[config.mk]
export PLATFORM = sky130hd
export DESIGN_NAME = lsa_line_buf
export DESIGN_NICKNAME = d
export VERILOG_FILES = /design/src/rtl/laplacian_stencil_apply_top_assert.svh /design/src/rtl/lsa_pkg.sv /design/src/rtl/lsa_line_buf.sv
export SDC_FILE = /design/constraint.sdc
export NUM_CORES = 2
export LEC_CHECK = 0
export BUFFER_PORTS_ARGS = -buffer_cell sky130_fd_sc_hd__buf_2
export CORE_UTILIZATION = 40
export CTS_BUF_LIST = sky130_fd_sc_hd__clkbuf_16
export DETAILED_ROUTE_END_ITERATION = 6
export SYNTH_ARGS = -nofsm -noshare
export SYNTH_HDL_FRONTEND = slang
export SYNTH_MEMORY_MAX_BITS = 65536
export SYNTH_SLANG_ARGS = --single-unit
[constraint.sdc]
create_clock -name clock -period 8.9 [get_ports clock]
set_input_delay 1.335 -clock clock [delete_from_list [all_inputs] [get_ports clock]]
set_output_delay 1.335 -clock clock [all_outputs]
set_load 0.02 [all_outputs]
[src/rtl/laplacian_stencil_apply_top_assert.svh]
// Assertion macros used by the stencil top level.
`ifndef LAPLACIAN_STENCIL_APPLY_TOP_ASSERT_SVH
`define LAPLACIAN_STENCIL_APPLY_TOP_ASSERT_SVH

// Check a condition at every clock edge outside reset.
`define LSA_ASSERT_ALWAYS(lbl, expr, msg) \
   lbl: assert property (@(posedge clock) disable iff (reset) (expr)) else $error(msg);

// Check a consequence in the same cycle as its trigger.
`define LSA_ASSERT_IMPLIES(lbl, ante, cons, msg) \
   lbl: assert property (@(posedge clock) disable iff (reset) (ante) |-> (cons)) \
      else $error(msg);

// Check a consequence in the cycle after its trigger.
`define LSA_ASSERT_NEXT(lbl, ante, cons, msg) \
   lbl: assert property (@(posedge clock) disable iff (reset) (ante) |=> (cons)) \
      else $error(msg);

`endif

[src/rtl/lsa_pkg.sv]
// Shared constants for the five-point Laplacian stencil.
`timescale 1ns / 1ps
package lsa_pkg;
   localparam int DEF_MAX_SIDE = 64;
   localparam int SAMPLE_W     = 32;
   localparam int RESULT_W     = 35;
   localparam int INDEX_W      = 12;
   localparam int SIDE_W       = 7;
   localparam int SIDE_RESET   = 64;
   localparam int SIDE_MIN     = 2;
   localparam int RSP_DATA_W   = 48;
endpackage

[src/rtl/lsa_line_buf.sv]
// Line buffer: circular sample store with one write and two registered reads.
`timescale 1ns / 1ps
module lsa_line_buf import lsa_pkg::*; #(
   parameter int MAX_SIDE = DEF_MAX_SIDE,
   localparam int DEPTH = 2 * MAX_SIDE + 1,
   localparam int AW = $clog2(DEPTH)
) (
   input  logic                       clock,
   input  logic                       wr_en,
   input  logic [AW-1:0]              wr_addr,
   input  logic signed [SAMPLE_W-1:0] wr_data,
   input  logic [AW-1:0]              rd_addr_a,
   input  logic [AW-1:0]              rd_addr_b,
   output logic signed [SAMPLE_W-1:0] rd_data_a,
   output logic signed [SAMPLE_W-1:0] rd_data_b
);
   logic signed [SAMPLE_W-1:0] mem [DEPTH];
   logic signed [SAMPLE_W-1:0] rd_a_ff;
   logic signed [SAMPLE_W-1:0] rd_b_ff;

   always_ff @(posedge clock) begin
      if (wr_en) begin
         mem[wr_addr] <= wr_data;
      end
   end

   // forward a sample written in the same cycle as it is read
   always_ff @(posedge clock) begin
      rd_a_ff <= (wr_en && (wr_addr == rd_addr_a)) ? wr_data : mem[rd_addr_a];
      rd_b_ff <= (wr_en && (wr_addr == rd_addr_b)) ? wr_data : mem[rd_addr_b];
   end

   assign rd_data_a = rd_a_ff;
   assign rd_data_b = rd_b_ff;
endmodule

Word-level counts from Yosys, hierarchy flattened
Memories as Yosys holds them, arrays and structs flattened. A register that Yosys moved wholly into a read port is not among the register bits.
Index checks and enable logic that the tools add are counted.
{"block": "word_totals", "word_cells": 3, "out_inout_bits": 64, "mem_bits_rw": 4128, "n_memories": 1, "in_bits": 58, "register_bits": 0}
{"block": "op_classes", "muxes": 2}
{"name": "mem", "words": 129, "width": 32, "read_ports": 2, "rd_ports_with_merged_regs": 2, "write_ports": 1, "line_no": "lsa_line_buf.sv:17", "text": "logic signed [SAMPLE_W-1:0] mem [DEPTH];"}
{"op": "2-to-1 mux 1 bit", "count": 2}

Depth between registers and ports, before layout
{"block": "depth", "depth_word": 2, "depth_mapped": 12, "mapped_depth_nobuf": 6}

Least setup slack after synthesis
OpenSTA, ideal clock, no wires.
{"block": "synth_timing", "path_type": "input to register", "from": "in wr_addr[3]", "to": "mem mem[128][0], enable pin", "setup_ps": 503, "arrival_time_ps": 5050, "setup_slack_ps": 3347, "stages": 4, "path_buffers": 1, "required_time_ps": 8397, "path_cell_list": "clkbuf_1 nor2_1 nand2_1 nor4_1"}
{"element": "start: declaration", "line_no": "lsa_line_buf.sv:10", "text": "input logic [AW-1:0] wr_addr,"}
{"element": "end: declaration", "line_no": "lsa_line_buf.sv:17"}
Straight into the memory's write port.

==> run_results.csv <==
group,metric,value,unit
sta,finalSetupTns,0,ns
route,dr.pass1.iters,7,
power_and_ir_drop,pwr-share-seq,0.490,
yosys,yosysUniqueCellTypes,53,
power_and_ir_drop,p_int,33300,uW
sta,maxSlewViolCount,4,
yosys,synth-edff-count,4128,
global_route,grt_pass1_wl,999000,um
place,gp_congestion,0.971,
final_layout,fill_cells,41300,
min_path,hp-class,"input port to flip-flop",
global_route,grt_max_degree,114,
sta,maxSlewHeadroom,-0.0678,
critical_path,critPathLaunchType,"flip-flop",
sta,rsz0062_at_grt,"no",
sta,setup_viol,0,
final_layout,final_cell_mix,"edfxtp_1 (4128), mux2i_1 (1911), mux4_2 (1118)",
final_layout,largest_register_ffs,4128,
final_layout,reg_top3,"mem (4128)",
yosys,synth_fp_nets,11400,
final_layout,largest-register,"mem",
power_and_ir_drop,ir_drop,206,uV
yosys,syn_area_per_cell,17.2,um^2
clocking,ctsResizeCount,0,
critical_path,endpoint_kind,"primary output",
route,drt_iter0_drc,18400,
floorplan,core,483000,um^2
critical_path,required,7.57,ns
yosys,synth_top_area_frac,0.638,
clocking,cts-root-buf,"clkbuf_16",
route,drc,1,
critical_path,crit_chain,"buf_4 > buf_12 > buf_4 > mux4_2 > and2_1 > a211oi_1 > nor3_1 > o22ai_1 > o311ai_2 > buf_2",
yosys,ys_seq_area_frac,0.639,
sta,fin_crit_sh,0.919,
route,viasPerCell,6.76,
final_layout,syn2layout_area_growth,12.4,%
critical_path,worst_ep_arrival_time,6.85,ns
final_layout,drive_gt1_frac,0.240,
global_route,busiest_layer,"met2",
final_layout,nets,11500,
final_layout,final_common_cell,"edfxtp_1",
critical_path,cp_common_cell,"buf_4",
sta,min_period,8.18,ns
clocking,holdBufCountCts,0,
sta,worstMarginPinSlew,1.59,ns
yosys,ys_warn_count,0,
route,drt.antenna.violating_nets,0,
floorplan,die_area,489000,um^2
critical_path,path_buf_inv,4,
job,maxCapViolCount,3,
yosys,syn-instance-count,11300,
clocking,htree_num_levels,5,
clocking,cts_tree,"yes",
critical_path,crit_path_max_fanout,71,
clocking,cts_buffers,429,
place,hpwl,435000,um
yosys,ys_seq_elements,4144,
yosys,synthArstFlopShare,0,
route,vias,124000,
yosys,yosys-top-cells-area,"edfxtp_1 (64%), mux4_2 (13%), mux2i_1 (9.8%), o22ai_1 (1.5%), mux2_2 (1.4%)",
floorplan,die_h,699,um
clocking,path_clk_slew,0.06,ns
clocking,numClockSinks,4144,
route,wl,736000,um
global_route,met1_usage,0.368,
power_and_ir_drop,switchingPower,10800,uW
global_route,grt.total_usage,0.293,
power_and_ir_drop,power.share.clock,0.419,
power_and_ir_drop,combPwrFrac,0.091,
route,routedWlPerCell,40.3,um
floorplan,initial_core_util,0.402,
power_and_ir_drop,swShare,0.245,
power_and_ir_drop,p_leak,0.0722,uW
power_and_ir_drop,powerDensity,201,nW/um^2
sta,final_hold_viol_count,0,
critical_path,crit_path_top_delay_cell,"o311ai_2",
clocking,cts_buffer_depth,4,
run_status,status,"complete, but fails checks",
global_route,first_global_vias,123000,
floorplan,die_w,699,um
global_route,antenna_found_initial,72,
yosys,yosys.area.top_type,"edfxtp_1",
clocking,cts_setup_buffers,0,
global_route,use_met3,0.0889,
run_status,failed_checks,"design-rule violations, max-capacitance violations, max-slew violations",
yosys,syn_area,194000,um^2
critical_path,slowest_delay,1.06,ns
global_route,grtUsageMet2,0.439,
critical_path,critPathTopFamily,"buffers and inverters",
place,portBuffers,121,
global_route,grt.overflow.total,0,
yosys,synthFlopType,"edfxtp_1",
critical_path,criticalPathCategory,"flip-flop to primary output",
floorplan,num_rows,255,
sta,max_freq,122,MHz
power_and_ir_drop,power,44000,uW
floorplan,ios,122,
[synth_stat cells (190+ instances only)]
master / count
nor2_1: 348
mux2_2: 235
mux4_2: 1118
clkbuf_1: 394
a21oi_1: 205
nand2_1: 288
nor3_1: 227
o22ai_1: 455
mux2i_1: 1911
buf_2: 243
edfxtp_1: 4128
buf_4: 190
[worst paths after layout]
check | startpoint | to | cells after the start
max | flip-flop | rd_data_b[10] | 10
min | rd_addr_b[7] | flip-flop | 1
[power by group through the flow]
stage / combinational [uW] / clock, uW / sequential (uW)
finish: 4020 / 18400 / 21600
global route: 4060 / 19200 / 21600
CTS: 3900 / 18500 / 21600
detailed placement: 3890 / 0 / 22000
global placement: 3840 / 0 / 22000
floorplan: 2100 / 0 / 21900
[per-stage QoR]
stage / std cells / instance area (um^2) / utilization / hold WS [ns] / worst slack, ns
finish: 18300 / 218000 / 0.452 / 0.386 / 0.717
detailed placement: 17400 / 204000 / 0.423 / 1.44 / 2.16
CTS: 18200 / 218000 / 0.452 / 0.328 / 1.06
floorplan: 11300 / 194000 / - / 1.36 / 3.35
global placement: 17400 / 204000 / 0.423 / 1.44 / 2.08
global route: 18200 / 218000 / 0.452 / 0.374 / 0.838
[kinds of logic (layout without fill, tap and decap cells)]
| group | count (synthesis) | in the layout | share of synthesized area |
|---|---|---|---|
| AOI/OAI and AO/OA | 1855 | 1855 | 0.0678 |
| buffers and inverters | 929 | 1437 | 0.0254 |
| DFF | 4144 | 4144 | 0.639 |
| muxes | 3264 | 3264 | 0.242 |
| other | 0 | 37 | 0 |
| and+or+nand+nor | 1106 | 1106 | 0.0259 |
[cell type report]
cell class / count / area (um^2) / share of cell area
inverters: 4 / 20.0 / 0.0000916
clock buffers: 438 / 11000 / 0.0502
clock inverters: 364 / 3260 / 0.0149
diodes: 37 / 92.6 / 0.000424
multi-input cells: 6225 / 66700 / 0.305
flip-flops and latches: 4144 / 124000 / 0.569
repair buffers: 631 / 5050 / 0.0231
well taps: 6425 / 8040 / 0.0368
[metal layers]
| layer | vias up | part of all wire |
|---|---|---|
| met1 | 64800 | 0.35 |
| li1 | 47800 | - |
| met3 | 2026 | 0.13 |
| met5 | - | 0.00022 |
| met2 | 8915 | 0.44 |
| met4 | 24 | 0.080 |
No activity file was read; power rests on OpenSTA's default activity.
